--- config.mk ---
export PLATFORM = sky130hd
export DESIGN_NAME = pair_lennard_jones_energy_sum_flat
export DESIGN_NICKNAME = d
export VERILOG_FILES = /design/src/hdl/ljes_pkg.sv /design/src/hdl/ljes_if.sv /design/src/hdl/pair_lennard_jones_energy_sum.sv /design/src/hdl/ljes_front.sv /design/src/hdl/ljes_fifo.sv /design/src/hdl/ljes_back.sv /design/src/flat_wrapper.sv
export SDC_FILE = /design/constraint.sdc
export NUM_CORES = 1
export LEC_CHECK = 0
export BUFFER_PORTS_ARGS = -buffer_cell sky130_fd_sc_hd__clkbuf_2
export CAP_MARGIN = 20
export CORE_MARGIN = 2
export CORE_UTILIZATION = 45
export DETAILED_ROUTE_END_ITERATION = 10
export PLACE_DENSITY = 0.78
export SYNTH_ARGS = -nofsm -noshare
export SYNTH_HDL_FRONTEND = slang
export SYNTH_SLANG_ARGS = --single-unit
--- constraint.sdc ---
create_clock -name clk_i -period 2.85 [get_ports clk_i]
set_input_delay 0 -clock clk_i [delete_from_list [all_inputs] [get_ports clk_i]]
set_output_delay 0 -clock clk_i [all_outputs]
set_load 0.01 [all_outputs]
--- src/hdl/ljes_pkg.sv ---
// Package: shared types and constants for the Lennard-Jones energy sum block.
`default_nettype none
package ljes_pkg;

  localparam int unsigned AddrBits = 3;

  // register byte addresses
  localparam logic [AddrBits-1:0] RegAtomCount    = 3'd0;
  localparam logic [AddrBits-1:0] RegEnergyWeight = 3'd4;

  // pair kinds
  localparam logic [1:0] KindVdw    = 2'd0;
  localparam logic [1:0] KindHbond  = 2'd1;
  localparam logic [1:0] KindSpring = 2'd2;
  localparam logic [1:0] KindUndef  = 2'd3;

  localparam logic [15:0] AtomCountReset    = 16'd1;
  localparam logic [15:0] EnergyWeightReset = 16'd13107;

  // input word
  typedef struct packed {
    logic signed [31:0] pos_a_x;
    logic signed [31:0] pos_a_y;
    logic signed [31:0] pos_a_z;
    logic signed [31:0] pos_b_x;
    logic signed [31:0] pos_b_y;
    logic signed [31:0] pos_b_z;
    logic [15:0]        target_distance;
    logic [1:0]         pair_kind;
    logic               is_last;
  } pair_t;

  // result word
  typedef struct packed {
    logic signed [31:0] pair_energy;
    logic signed [31:0] mean_score;
    logic               last_out;
  } result_t;

  // word passed from front end to back end
  typedef struct packed {
    logic        active;   // kind 0/1 and weight nonzero
    logic        zero_d;   // distance zero
    logic [63:0] d2;
    logic [15:0] tdist;
    logic        is_last;
  } job_t;

endpackage
`default_nettype wire

--- src/hdl/ljes_if.sv ---
// Interface: valid/ready channel carrying one payload word.
`default_nettype none
interface ljes_if #(
  parameter type T = logic
);
  logic valid;
  logic ready;
  T     data;
  modport source (output valid, output data, input ready);
  modport sink (input valid, input data, output ready);
endinterface
`default_nettype wire

--- src/hdl/pair_lennard_jones_energy_sum.sv ---
// Top level: APB registers, front end, queue and back end.
// In the front end each pair is accepted, its three squares are summed on
// one 32x32 multiplier and the job is handed off. The back end goes straight
// to accumulation for a pair of kind 2 or 3, zero weight or zero distance,
// skips the power steps after the bit-serial 64-step ratio division when the
// distance ratio saturates, and otherwise runs a full evaluation; a last pair
// with a nonzero atom count adds the 48-step mean division. The two ends
// overlap through a two-entry queue; the result register holds a word until
// it is taken, and the back end waits while it does.
`default_nettype none
module pair_lennard_jones_energy_sum #(
  parameter int unsigned COORD_BITS = 24
) (
  input  wire logic        clk_i,
  input  wire logic        rst_ni,
  input  wire logic        psel,
  input  wire logic        penable,
  input  wire logic        pwrite,
  input  wire logic [2:0]  paddr,
  input  wire logic [31:0] pwdata,
  output logic [31:0]      prdata,
  output logic             pready,
  ljes_if.sink             pair_in,
  ljes_if.source           result_out
);
  import ljes_pkg::*;

  logic [15:0] atom_count_q, weight_q;
  job_t fe_job, q_job;
  logic fe_valid, fe_ready, q_valid, q_ready;

  assign pready = 1'b1;

  // register writes
  always_ff @(posedge clk_i or negedge rst_ni) begin
    if (!rst_ni) begin
      atom_count_q <= AtomCountReset;
      weight_q     <= EnergyWeightReset;
    end else if (psel && penable && pwrite) begin
      if (paddr == RegAtomCount) atom_count_q <= pwdata[15:0];
      if (paddr == RegEnergyWeight) weight_q <= pwdata[15:0];
    end
  end

  always_comb begin
    prdata = '0;
    if (paddr == RegAtomCount) prdata = {16'd0, atom_count_q};
    else if (paddr == RegEnergyWeight) prdata = {16'd0, weight_q};
  end

  ljes_front #(.CoordBits(COORD_BITS)) u_front (
    .clk_i, .rst_ni, .weight_i(weight_q),
    .in_valid_i(pair_in.valid), .in_ready_o(pair_in.ready),
    .in_data_i(pair_in.data),
    .job_valid_o(fe_valid), .job_ready_i(fe_ready), .job_o(fe_job)
  );

  ljes_fifo u_fifo (
    .clk_i, .rst_ni,
    .wr_valid_i(fe_valid), .wr_ready_o(fe_ready), .wr_data_i(fe_job),
    .rd_valid_o(q_valid), .rd_ready_i(q_ready), .rd_data_o(q_job)
  );

  ljes_back u_back (
    .clk_i, .rst_ni, .weight_i(weight_q), .atom_count_i(atom_count_q),
    .job_valid_i(q_valid), .job_ready_o(q_ready), .job_i(q_job),
    .res_valid_o(result_out.valid), .res_ready_i(result_out.ready),
    .res_o(result_out.data)
  );
endmodule
`default_nettype wire

--- src/hdl/ljes_front.sv ---
// Front end: accepts a pair, classifies it and computes the squared distance.
`default_nettype none
module ljes_front #(
  parameter int unsigned CoordBits = 24
) (
  input  wire logic            clk_i,
  input  wire logic            rst_ni,
  input  wire logic [15:0]     weight_i,
  input  wire logic            in_valid_i,
  output logic                 in_ready_o,
  input  wire ljes_pkg::pair_t in_data_i,
  output logic                 job_valid_o,
  input  wire logic            job_ready_i,
  output ljes_pkg::job_t       job_o
);
  import ljes_pkg::*;

  typedef enum logic [2:0] {
    FeIdle = 3'b001,
    FeSq   = 3'b010,
    FeOut  = 3'b100
  } fe_state_e;

  fe_state_e state_q, state_d;
  logic [31:0] ax_q [3];
  logic [63:0] d2_q, d2_d;
  logic [1:0]  ax_idx_q, ax_idx_d;
  logic        active_q, active_d, last_q, last_d;
  logic [15:0] t_q, t_d;
  logic [31:0] ax_d [3];

  // per-axis magnitude, clamped to 2^31
  function automatic logic [31:0] axis_mag(logic [31:0] a, logic [31:0] b);
    logic signed [CoordBits:0] sa, sb, df;
    logic [CoordBits:0] m;
    logic [32:0] mx;
    begin
      sa = {a[CoordBits-1], a[CoordBits-1:0]};
      sb = {b[CoordBits-1], b[CoordBits-1:0]};
      df = sa - sb;
      m  = df[CoordBits] ? (~df + 1'b1) : df;
      mx = 33'(m);
      axis_mag = (mx > 33'h080000000) ? 32'h80000000 : mx[31:0];
    end
  endfunction

  always_comb begin
    ax_d[0] = axis_mag(in_data_i.pos_a_x, in_data_i.pos_b_x);
    ax_d[1] = axis_mag(in_data_i.pos_a_y, in_data_i.pos_b_y);
    ax_d[2] = axis_mag(in_data_i.pos_a_z, in_data_i.pos_b_z);
  end

  logic [31:0] sq_op;
  logic [63:0] sq_prod;
  assign sq_op   = ax_q[ax_idx_q];
  assign sq_prod = sq_op * sq_op;

  always_comb begin
    state_d  = state_q;
    d2_d     = d2_q;
    ax_idx_d = ax_idx_q;
    active_d = active_q;
    last_d   = last_q;
    t_d      = t_q;
    in_ready_o = 1'b0;
    job_valid_o = 1'b0;
    unique case (state_q)
      FeIdle: begin
        in_ready_o = 1'b1;
        if (in_valid_i) begin
          d2_d     = '0;
          ax_idx_d = '0;
          active_d = ((in_data_i.pair_kind == KindVdw) ||
                      (in_data_i.pair_kind == KindHbond)) && (weight_i != '0);
          last_d   = in_data_i.is_last;
          t_d      = in_data_i.target_distance;
          state_d  = FeSq;
        end
      end
      FeSq: begin
        // one 32x32 square per cycle
        d2_d = d2_q + sq_prod;
        if (ax_idx_q == 2'd2) state_d = FeOut;
        else ax_idx_d = ax_idx_q + 2'd1;
      end
      FeOut: begin
        job_valid_o = 1'b1;
        if (job_ready_i) state_d = FeIdle;
      end
      default: state_d = FeIdle;
    endcase
  end

  assign job_o = '{active: active_q, zero_d: (d2_q == '0), d2: d2_q,
                   tdist: t_q, is_last: last_q};

  always_ff @(posedge clk_i or negedge rst_ni) begin
    if (!rst_ni) begin
      state_q <= FeIdle;
    end else begin
      state_q <= state_d;
    end
  end

  always_ff @(posedge clk_i) begin
    d2_q     <= d2_d;
    ax_idx_q <= ax_idx_d;
    active_q <= active_d;
    last_q   <= last_d;
    t_q      <= t_d;
    if (state_q == FeIdle && in_valid_i) begin
      ax_q[0] <= ax_d[0];
      ax_q[1] <= ax_d[1];
      ax_q[2] <= ax_d[2];
    end
  end
endmodule
`default_nettype wire

--- src/hdl/ljes_fifo.sv ---
// Queue: two-entry word buffer between front end and back end.
`default_nettype none
module ljes_fifo (
  input  wire logic           clk_i,
  input  wire logic           rst_ni,
  input  wire logic           wr_valid_i,
  output logic                wr_ready_o,
  input  wire ljes_pkg::job_t wr_data_i,
  output logic                rd_valid_o,
  input  wire logic           rd_ready_i,
  output ljes_pkg::job_t      rd_data_o
);
  import ljes_pkg::*;

  job_t mem_q [2];
  logic wp_q, rp_q;
  logic [1:0] cnt_q;
  logic wr, rd;

  assign wr_ready_o = (cnt_q != 2'd2);
  assign rd_valid_o = (cnt_q != 2'd0);
  assign rd_data_o  = mem_q[rp_q];
  assign wr = wr_valid_i && wr_ready_o;
  assign rd = rd_valid_o && rd_ready_i;

  always_ff @(posedge clk_i or negedge rst_ni) begin
    if (!rst_ni) begin
      wp_q  <= 1'b0;
      rp_q  <= 1'b0;
      cnt_q <= 2'd0;
    end else begin
      if (wr) wp_q <= ~wp_q;
      if (rd) rp_q <= ~rp_q;
      cnt_q <= cnt_q + {1'b0, wr} - {1'b0, rd};
    end
  end

  always_ff @(posedge clk_i) begin
    if (wr) mem_q[wp_q] <= wr_data_i;
  end
endmodule
`default_nettype wire

--- src/hdl/ljes_back.sv ---
// Back end: ratio division, powers, weighting, accumulation and mean.
`default_nettype none
module ljes_back (
  input  wire logic             clk_i,
  input  wire logic             rst_ni,
  input  wire logic [15:0]      weight_i,
  input  wire logic [15:0]      atom_count_i,
  input  wire logic             job_valid_i,
  output logic                  job_ready_o,
  input  wire ljes_pkg::job_t   job_i,
  output logic                  res_valid_o,
  input  wire logic             res_ready_i,
  output ljes_pkg::result_t     res_o
);
  import ljes_pkg::*;

  typedef enum logic [9:0] {
    BkIdle = 10'b0000000001,
    BkDiv  = 10'b0000000010,
    BkQ2   = 10'b0000000100,
    BkQ3   = 10'b0000001000,
    BkQ6   = 10'b0000010000,
    BkWt   = 10'b0000100000,
    BkAcc  = 10'b0001000000,
    BkMean = 10'b0010000000,
    BkFix  = 10'b0100000000,
    BkOut  = 10'b1000000000
  } bk_state_e;

  localparam logic signed [47:0] SumMax = 48'sh7FFFFFFFFFFF;
  localparam logic signed [47:0] SumMin = -48'sh800000000000;

  bk_state_e state_q, state_d;
  logic [6:0]  cnt_q, cnt_d;
  logic [64:0] rem_q, rem_d;
  logic [63:0] dvd_q, dvd_d;     // dividend shifted out MSB first, quotient in
  logic [63:0] dvs_q, dvs_d;
  logic [63:0] q_q, q_d, q3_q, q3_d, q6_q, q6_d;
  logic        neg_q, neg_d, last_q, last_d;
  logic signed [31:0] e_q, e_d, mean_q, mean_d;
  logic signed [47:0] sum_q, sum_d;
  logic [47:0] mag_q, mag_d;     // mean division: magnitude / count
  logic [15:0] mrem_q, mrem_d;
  logic        mneg_q, mneg_d;
  logic [35:0] pa;
  logic [29:0] pb;
  logic [63:0] pr;
  logic [64:0] trial;
  logic [16:0] mtrial;
  logic [63:0] diff;
  logic signed [48:0] s_ext;

  // (x*x + 2^23) >> 24 for x < 2^42, via 21-bit halves
  function automatic logic [63:0] sq_q24(logic [41:0] x);
    logic [20:0] lo, hi;
    logic [41:0] hh, hl, ll;
    logic [84:0] f;
    begin
      lo = x[20:0]; hi = x[41:21];
      hh = hi * hi; hl = hi * lo; ll = lo * lo;
      f = {1'b0, hh, 42'd0} + {21'd0, hl, 22'd0} + {43'd0, ll} + 85'd8388608;
      sq_q24 = {3'd0, f[84:24]};
    end
  endfunction

  // (x*w + 2^23) >> 24, x below 2^60, w 16 bits, two 30x16 products
  function automatic logic [63:0] wt_q24(logic [59:0] x, logic [15:0] w);
    logic [45:0] lo_p, hi_p;
    logic [75:0] f;
    begin
      lo_p = x[29:0] * w;
      hi_p = x[59:30] * w;
      f = {hi_p, 30'd0} + {30'd0, lo_p} + 76'd8388608;
      wt_q24 = {12'd0, f[75:24]};
    end
  endfunction

  // Q24 rounded product, a below 2^36 and b below 2^30, as two 18x30 products
  always_comb begin
    logic [47:0] p_hi, p_lo;
    logic [66:0] full;
    p_hi = pa[35:18] * pb;
    p_lo = pa[17:0] * pb;
    full = {1'b0, p_hi, 18'd0} + {19'd0, p_lo} + 67'd8388608;
    pr   = {21'd0, full[66:24]};
  end

  assign trial  = {rem_q[63:0], dvd_q[63]} - {1'b0, dvs_q};
  assign mtrial = {mrem_q, mag_q[47]} - {1'b0, atom_count_i};
  assign diff   = (q6_q >= {q3_q[62:0], 1'b0}) ? q6_q - {q3_q[62:0], 1'b0}
                                               : {q3_q[62:0], 1'b0} - q6_q;
  assign s_ext  = 49'(sum_q) + 49'(e_q);

  always_comb begin
    state_d = state_q; cnt_d = cnt_q; rem_d = rem_q; dvd_d = dvd_q;
    dvs_d = dvs_q; q_d = q_q; q3_d = q3_q; q6_d = q6_q;
    neg_d = neg_q; last_d = last_q; e_d = e_q; mean_d = mean_q;
    sum_d = sum_q; mag_d = mag_q; mrem_d = mrem_q; mneg_d = mneg_q;
    pa = '0; pb = '0;
    job_ready_o = 1'b0;
    res_valid_o = 1'b0;
    unique case (state_q)
      BkIdle: begin
        job_ready_o = 1'b1;
        if (job_valid_i) begin
          last_d = job_i.is_last;
          dvd_d  = {8'd0, 32'(job_i.tdist) * 32'(job_i.tdist), 24'd0};
          dvs_d  = job_i.d2;
          rem_d  = '0;
          cnt_d  = '0;
          e_d    = '0;
          if (!job_i.active) state_d = BkAcc;
          else if (job_i.zero_d) begin
            e_d = 32'sh7FFFFFFF;
            state_d = BkAcc;
          end else state_d = BkDiv;
        end
      end
      BkDiv: begin
        // restoring division, one quotient bit per cycle
        if (!trial[64]) rem_d = trial;
        else rem_d = {rem_q[63:0], dvd_q[63]};
        dvd_d = {dvd_q[62:0], !trial[64]};
        cnt_d = cnt_q + 7'd1;
        if (cnt_q == 7'd63) state_d = BkQ2;
      end
      BkQ2: begin
        q_d = dvd_q;
        if (dvd_q >= 64'h40000000) begin
          e_d = 32'sh7FFFFFFF;
          state_d = BkAcc;
        end else begin
          pa = dvd_q[35:0]; pb = dvd_q[29:0];
          q3_d = pr;   // q2
          state_d = BkQ3;
        end
      end
      BkQ3: begin
        pa = q3_q[35:0]; pb = q_q[29:0];
        q3_d = pr;
        state_d = BkQ6;
      end
      BkQ6: begin
        // q3 < 2^42: product may exceed 64 bits, split in halves
        q6_d = sq_q24(q3_q[41:0]);
        state_d = BkWt;
      end
      BkWt: begin
        neg_d = (q6_q < {q3_q[62:0], 1'b0});
        q_d   = wt_q24(diff[59:0], weight_i);
        state_d = BkFix;
      end
      BkFix: begin
        if (!neg_q) e_d = (q_q > 64'h7FFFFFFF) ? 32'sh7FFFFFFF : q_q[31:0];
        else e_d = (q_q > 64'h80000000) ? -32'sh80000000 : -(q_q[31:0]);
        state_d = BkAcc;
      end
      BkAcc: begin
        if (s_ext > 49'(SumMax)) sum_d = SumMax;
        else if (s_ext < 49'(SumMin)) sum_d = SumMin;
        else sum_d = s_ext[47:0];
        mean_d = '0;
        if (last_q && atom_count_i != '0) begin
          mneg_d = sum_d[47];
          mag_d  = sum_d[47] ? 48'(-sum_d) : 48'(sum_d);
          mrem_d = '0;
          cnt_d  = '0;
          state_d = BkMean;
        end else state_d = BkOut;
      end
      BkMean: begin
        if (!mtrial[16]) mrem_d = mtrial[15:0];
        else mrem_d = {mrem_q[14:0], mag_q[47]};
        mag_d = {mag_q[46:0], !mtrial[16]};
        cnt_d = cnt_q + 7'd1;
        if (cnt_q == 7'd47) begin
          state_d = BkOut;
          if (!mneg_q) mean_d = (mag_d > 48'h7FFFFFFF) ? 32'sh7FFFFFFF : mag_d[31:0];
          else mean_d = (mag_d > 48'h80000000) ? -32'sh80000000 : -(mag_d[31:0]);
        end
      end
      BkOut: begin
        res_valid_o = 1'b1;
        if (res_ready_i) begin
          if (last_q) sum_d = '0;
          state_d = BkIdle;
        end
      end
      default: state_d = BkIdle;
    endcase
  end

  assign res_o = '{pair_energy: e_q, mean_score: mean_q, last_out: last_q};

  always_ff @(posedge clk_i or negedge rst_ni) begin
    if (!rst_ni) begin
      state_q <= BkIdle;
      sum_q   <= '0;
    end else begin
      state_q <= state_d;
      sum_q   <= sum_d;
    end
  end

  always_ff @(posedge clk_i) begin
    cnt_q <= cnt_d; rem_q <= rem_d; dvd_q <= dvd_d; dvs_q <= dvs_d;
    q_q <= q_d; q3_q <= q3_d; q6_q <= q6_d; neg_q <= neg_d;
    last_q <= last_d; e_q <= e_d; mean_q <= mean_d; mag_q <= mag_d;
    mrem_q <= mrem_d; mneg_q <= mneg_d;
  end
endmodule
`default_nettype wire
--- src/flat_wrapper.sv ---
// flat-port wrapper written by rule: the top's interface ports become plain ports
module pair_lennard_jones_energy_sum_flat import ljes_pkg::*;
#(
  parameter int unsigned COORD_BITS = 24
)
  (clk_i, rst_ni, psel, penable, pwrite, paddr, pwdata, prdata, pready, pair_in_valid, pair_in_data, pair_in_ready, result_out_valid, result_out_data, result_out_ready);
  ljes_if pair_in_i ();
  ljes_if result_out_i ();
  input  wire logic clk_i;
  input  wire logic rst_ni;
  input  wire logic psel;
  input  wire logic penable;
  input  wire logic pwrite;
  input  wire logic [2:0] paddr;
  input  wire logic [31:0] pwdata;
  output logic [31:0] prdata;
  output logic pready;
  input wire logic [$bits(pair_in_i.valid)-1:0] pair_in_valid;
  input wire logic [$bits(pair_in_i.data)-1:0] pair_in_data;
  output wire logic [$bits(pair_in_i.ready)-1:0] pair_in_ready;
  output wire logic [$bits(result_out_i.valid)-1:0] result_out_valid;
  output wire logic [$bits(result_out_i.data)-1:0] result_out_data;
  input wire logic [$bits(result_out_i.ready)-1:0] result_out_ready;
  assign pair_in_i.valid = pair_in_valid;
  assign pair_in_i.data = pair_in_data;
  assign pair_in_ready = pair_in_i.ready;
  assign result_out_valid = result_out_i.valid;
  assign result_out_data = result_out_i.data;
  assign result_out_i.ready = result_out_ready;
  pair_lennard_jones_energy_sum #(.COORD_BITS(COORD_BITS)) u_core (.clk_i(clk_i), .rst_ni(rst_ni), .psel(psel), .penable(penable), .pwrite(pwrite), .paddr(paddr), .pwdata(pwdata), .prdata(prdata), .pready(pready), .pair_in(pair_in_i), .result_out(result_out_i));
endmodule
==> results.py, run 1 <==
metrics = {
    "outcome": {
        "outcome": "complete, no violations",
    },
    "clock_network": {
        "clock-sinks": 56,
        "cts_inserted_buffers": 5,
        "ctsHoldBuffers": 18,
        "tritoncts": "done",
        "cts_max_level": 2,
        "clock_tree.root_cell": "clkbuf_8",
        "ctsResizeCount": 0,
        "cts_max_path_buffers": 2,
        "cts_setup_buffers": 0,
        "clk_pin_slew_ns": 0.09,
        "clk-insertion-delay-late_ns": 0.32,
    },
    "power_and_ir_drop": {
        "pwr-share-seq_pct": 52.7,
        "peakVddDrop_mv": 0.526,
        "p_leak_uw": 0.00148,
        "swShare_pct": 32.5,
        "clkPwrFrac_pct": 20.0,
        "pwr-share-comb_pct": 27.3,
        "power.switching_uw": 816,
        "power_density_nw_per_um2": 769,
        "p_int_uw": 1690,
    },
    "global_route": {
        "grt.total_usage_pct": 16.2,
        "grt_max_degree": 44,
        "grt_first_pass_wirelength_mm": 8.31,
        "grt_pass1_vias": 1788,
        "overflow": 0,
        "antenna_found_initial": 0,
    },
    "sta": {
        "max_freq_mhz": 483,
        "setup_tns_ns": 0,
        "tightest_slew_ns": 0.778,
        "finalSetupViolations": 0,
        "period_minus_slack_ns": 2.07,
        "whs_ns": 0.0278,
        "rsz0062_at_grt": "false",
        "period_share_pct": 72.7,
        "fin_worst_skew_ns": 0.0114,
        "hold_viol_final": 0,
        "slew_headroom_pct": 48.1,
        "drv_slew": 0,
    },
    "cells_and_area": {
        "fillers": 478,
        "seqCellArea_um2": 1480,
        "diodes": 0,
        "final_cell_mix": "clkbuf_2, dfrtp_1, nor2_1",
        "multiInputGateArea_um2": 1100,
        "nNetsFinal": 331,
        "drive_gt1_share_pct": 29.5,
        "area_growth_syn_to_layout_pct": 18.6,
        "final_common_cell": "clkbuf_2",
    },
    "logic_synthesis": {
        "syn_area_um2": 2750,
        "synth_sequential_area_ratio_pct": 53.8,
        "synth_area_leader_cell": "dfrtp_1",
        "ys_types": 41,
        "synth_warnings": 0,
        "netlist_instances": 223,
        "syn_area_per_cell_um2": 12.3,
        "synth_area_leaders": "dfrtp_1, edfxtp_1, dfstp_2, mux2_1, mux2_2",
        "synth-seq-cells": 56,
        "yosys.area.top_type_share_pct": 29.1,
    },
    "route": {
        "avgViaCountPerCell": 5.13,
        "drt_iter0_markers": 72,
        "drcViolationCount": 0,
        "wire_per_inst_um": 14.0,
        "drtAntennaViolNets": 0,
        "dr_total_vias": 1845,
        "wirelength_mm": 5.06,
        "firstDrtPassIters": 4,
    },
    "worst_setup_path": {
        "setup.worst_path.start": "u_core.u_fifo.cnt_q[1]$_DFF_PN0_",
        "crit_required_ns": 3.09,
        "critical_path_class": "reg2reg",
        "path_max_fanout": 4,
        "reg2reg_from": "u_core.u_fifo.cnt_q[1]$_DFF_PN0_",
        "critPathArrivalTime_ns": 2.31,
        "cp-start-kind": "flop",
        "cp-end-kind": "flop",
    },
    "floorplanning": {
        "die_h_um": 82.2,
        "io_pins": 79,
        "die_area_um2": 6760,
        "die_x_um": 82.2,
        "initial_utilization_pct": 46.5,
        "core-area_um2": 5920,
        "num_rows": 28,
    },
    "placed_design": {
        "numPortBuffers": 45,
        "gp_congestion": 0.783,
        "hpwl_mm": 3.42,
    },
    "flow_run": {
        "drv_cap": 0,
    },
    "min_path": {
        "hold_path.class": "in2reg",
        "hp-start": "pair_in_valid",
    },
}
[worst paths after layout]
kind | endpoint | slack, ns | cells past startpoint
worst max-delay path | u_core.u_fifo.cnt_q[1]$_DFF_PN0_ | 0.78 | 7
worst min-delay path | u_core.u_front.last_q$_DFFE_PP_ | 0.03 | 2
worst max register to register | u_core.u_fifo.cnt_q[1]$_DFF_PN0_ | 0.78 | 7
worst min register to register | u_core.u_fifo.mem_q[0][0]$_DFFE_PP_ | 0.45 | 0
max in group asynchronous | u_core.u_back.state_q[0]$_DFFE_PN1P_ | 2.26 | 3
min in group asynchronous | u_core.atom_count_q[3]$_DFFE_PN0P_ | 0.06 | 2
[final cells by class]
class	count	share of cell area, %
clock buffer	6	2.87
clock inverter	2	0.498
inverter	8	0.920
multi-input combinational	146	33.8
sequential	56	45.3
tap	75	2.87
timing repair buffer	67	13.7
[sequential cells by signal (all words and copies together), names as in the netlist, 2 cells and up]
register,flops
u_core.u_back.state_q,4
u_core.u_fifo.cnt_q,2
u_core.u_front.state_q,3
u_core.u_fifo.mem_q,2
u_core.u_back.cnt_q,7
u_core.weight_q,16
u_core.u_front.ax_idx_q,2
u_core.atom_count_q,16
[stage by stage]
step | power (uW) | instance area [um2] | setup slack, ns | utilization, % | instances
finish | 2510 | 3260 | 0.778 | 55.1 | 360
global route | 2680 | 3260 | 0.619 | 55.1 | 360
CTS | 2510 | 3240 | 0.758 | 54.8 | 359
detailed placement | 2000 | 2950 | 0.793 | 49.9 | 333
global placement | 1960 | 2950 | 0.854 | 49.9 | 333
floorplan | 1800 | 2810 | 0.730 | - | 238
[worst max-delay path, stage by stage, from the launching register on]
cell     delay, ns
dfrtp_1       0.41
nor2b_1       0.16
or4b_1        0.56
ha_1          0.32
inv_1         0.04
ha_1          0.18
xnor2_1       0.19
xnor2_1       0.14
[cell usage after synthesis]
library cell	instances
dfrtp_1	32
nor2_1	23
mux2_1	20
buf_4	19
a22o_1	16
edfxtp_1	13
mux2_2	13
dfstp_2	11
inv_1	8
xnor2_1	8
clkbuf_1	7
ha_1	4
nand3_1	4
nand3b_1	4
nor4_1	4
a21oi_1	3
nand2_1	3
nor3b_1	3
and4_1	2
conb_1	2
nand4_1	2
nor2b_1	2
nor3_1	2
a211oi_1	1
a31oi_1	1
and2_1	1
buf_6	1
buf_8	1
nand2b_1	1
nand4b_1	1
nor3_4	1
nor3b_4	1
nor4b_1	1
o21a_1	1
o311ai_0	1
o31a_1	1
o32ai_1	1
or2_2	1
or3_1	1
or4b_1	1
xor2_1	1
[metal layers]
| layer | track usage, % | vias up | part of all wire [%] |
|---|---|---|---|
| met5 | 0 | - | 0 |
| met4 | 6.33 | 0 | 2.0 |
| met3 | 2.93 | 8 | 3.2 |
| met2 | 26.9 | 34 | 51 |
| met1 | 21.1 | 920 | 44 |
| li1 | - | 883 | - |
[power by group through the flow]
stage,clock (uW),sequential (uW),combinational [uW]
floorplan,0,1260,536
global placement,0,1320,637
detailed placement,0,1330,666
CTS,508,1320,689
global route,538,1360,785
finish,501,1320,685
[cell families (layout without fill, tap and decap cells)]
logic type,Yosys count,in the layout,synth area share (%)
AO/OA/AOI/OAI,25,25,7.37
XOR/XNOR,9,9,2.87
adder cells (fa/ha/maj),4,4,1.82
buffers and inverters,36,83,8.19
flip-flops,56,56,53.8
multiplexers,33,33,13.5
other,2,17,0.273
AND/OR/NAND/NOR,58,58,12.2
Note: power is estimated with default switching activity, not from simulation.
==> run 2: changes to the inputs <==
==> constraint.sdc (replaced) <==
create_clock -name clk_i -period 2.1 [get_ports clk_i]
set_input_delay 0 -clock clk_i [delete_from_list [all_inputs] [get_ports clk_i]]
set_output_delay 0 -clock clk_i [all_outputs]
set_load 0.01 [all_outputs]
==> results.py, run 2 (synthesis results as in run 1) <==
metrics = {
    "worst_setup_path": {
        "crit_required_ns": 2.30,
        "setup.worst_path.start": "u_core.u_fifo.cnt_q[1]$_DFF_PN0_",
        "path_max_fanout": 3,
        "cp-start-kind": "flop",
        "reg2reg_from": "u_core.u_fifo.cnt_q[1]$_DFF_PN0_",
        "critical_path_class": "reg2reg",
        "cp-end-kind": "flop",
        "critPathArrivalTime_ns": 2.18,
    },
    "global_route": {
        "grt.total_usage_pct": 16.8,
        "grt_pass1_vias": 1863,
        "grt_max_degree": 20,
        "grt_first_pass_wirelength_mm": 8.67,
        "overflow": 0,
        "antenna_found_initial": 0,
    },
    "cells_and_area": {
        "top_regs": "u_core.atom_count_q (16), u_core.weight_q (16), u_core.u_back.cnt_q (7)",
        "diodes": 0,
        "nNetsFinal": 339,
        "final_common_cell": "clkbuf_2",
        "postLayoutCoreUtil_pct": 55.9,
        "final_cell_mix": "clkbuf_2, dfrtp_1, nor2_1",
        "area_growth_syn_to_layout_pct": 20.3,
        "fillers": 499,
        "drive_gt1_share_pct": 32.1,
        "stdcell_area_um2": 3310,
    },
    "route": {
        "wire_per_inst_um": 14.0,
        "dr_total_vias": 1893,
        "firstDrtPassIters": 4,
        "wirelength_mm": 5.17,
        "drt_iter0_markers": 90,
        "drtAntennaViolNets": 0,
        "avgViaCountPerCell": 5.14,
        "drcViolationCount": 0,
    },
    "sta": {
        "setup_slack_ns": 0.120,
        "tightest_slew_ns": 0.651,
        "fin_worst_skew_ns": 0.00953,
        "period_minus_slack_ns": 1.98,
        "finalSetupViolations": 0,
        "slew_headroom_pct": 56.5,
        "period_share_pct": 94.3,
        "max_freq_mhz": 505,
        "drv_slew": 0,
        "rsz0062_at_grt": "false",
        "hold_viol_final": 0,
    },
    "min_path": {
        "hold_path.class": "in2reg",
        "hp-start": "pair_in_valid",
    },
    "outcome": {
        "outcome": "complete, no violations",
    },
    "floorplanning": {
        "num_rows": 28,
        "die_h_um": 82.2,
        "core-area_um2": 5920,
        "io_pins": 79,
        "die_x_um": 82.2,
        "die_area_um2": 6760,
        "initial_utilization_pct": 46.5,
    },
    "flow_run": {
        "drv_cap": 0,
    },
    "clock_network": {
        "cts_max_path_buffers": 2,
        "clk_pin_slew_ns": 0.10,
        "tritoncts": "done",
        "cts_max_level": 2,
        "clock_tree.root_cell": "clkbuf_8",
        "clock-sinks": 56,
        "cts_inserted_buffers": 5,
        "clk-insertion-delay-late_ns": 0.31,
    },
    "placed_design": {
        "dpl_cell_area_um2": 3020,
        "pre_cts_slack_ns": -0.0256,
        "numPortBuffers": 45,
        "hpwl_mm": 3.58,
        "gp_congestion": 0.746,
    },
    "power_and_ir_drop": {
        "peakVddDrop_mv": 0.560,
        "power_density_nw_per_um2": 1020,
        "p_total_uw": 3390,
        "p_leak_uw": 0.00151,
    },
}
## run 2: cell count changes in the layout (fill, tap and decap cells not counted)
| cell | change |
|---|---|
| xnor2_1 | -1 |
| buf_12 | -1 |
| inv_4 | +1 |
| o311ai_2 | +1 |
| clkinvlp_4 | +1 |
| xnor2_2 | +1 |
| buf_4 | +9 |
| o311ai_0 | -1 |
| clkbuf_16 | -1 |
| clkinv_2 | -1 |
## run 2: repair_timing
action | in CTS | in global routing
setup buffers | 0 | 0
endpoints found under the hold margin | 68 | 0
setup endpoints to repair | 7 | 1
hold buffers | 18 | 0
resized for setup | 1 | 1
## run 2: routing by layer
layer,share of wire [%],GRT usage [%],up-vias
li1,-,-,902
met1,44,20.9,930
met2,51,29.1,53
met3,3.5,3.37,8
met4,1.5,6.00,0
met5,0,0,-
## run 2: critical path: stages (launching register included)
cell,delay [ns]
dfrtp_1,0.41
nor2b_1,0.17
or4b_1,0.50
ha_1,0.30
inv_1,0.04
ha_1,0.20
xnor2_2,0.14
xnor2_1,0.12
## run 2: path summary, 6_finish.rpt
path / endpoint / cells after the start / slack [ns]
max in group asynchronous: u_core.u_back.state_q[0]$_DFFE_PN1P_ / 3 / 1.35
min in group asynchronous: u_core.weight_q[15]$_DFFE_PN0P_ / 2 / 0.13
max reg2reg: u_core.u_fifo.cnt_q[1]$_DFF_PN0_ / 7 / 0.12
min: u_core.u_front.last_q$_DFFE_PP_ / 2 / 0.03
max: u_core.u_fifo.cnt_q[1]$_DFF_PN0_ / 7 / 0.12
min reg2reg: u_core.u_fifo.mem_q[1][0]$_DFFE_PP_ / 0 / 0.45
## run 2: metrics by stage
stage,setup TNS [ns],hold WS [ns],std cells
6_report,0,0.0301,368
5_1_grt,0,0.0346,368
4_1_cts,0,0.0250,368
3_5_place_dp,-0.179,-0.0686,342
3_3_place_gp,0,-0.0708,342
2_1_floorplan,0,-0.296,238
## run 2: power breakdown
group | internal (uW) | leakage [uW] | switching, uW
Clock | 244 | 0.0000466 | 366
Combinational | 503 | 0.000817 | 501
Sequential | 1520 | 0.000650 | 260
Total | 2270 | 0.00151 | 1130
## run 2: area by class of cell
type                            count  area [um2]  share of cell area [%]
Sequential cell                    56        1480                    44.7
Timing Repair Buffer               75         495                    15.0
Inverter                            8        30.0                   0.907
Multi-Input combinational cell    146        1120                    33.7
Clock buffer                        5        68.8                    2.08
Clock inverter                      3        25.0                   0.756
Tap cell                           75        93.8                    2.83
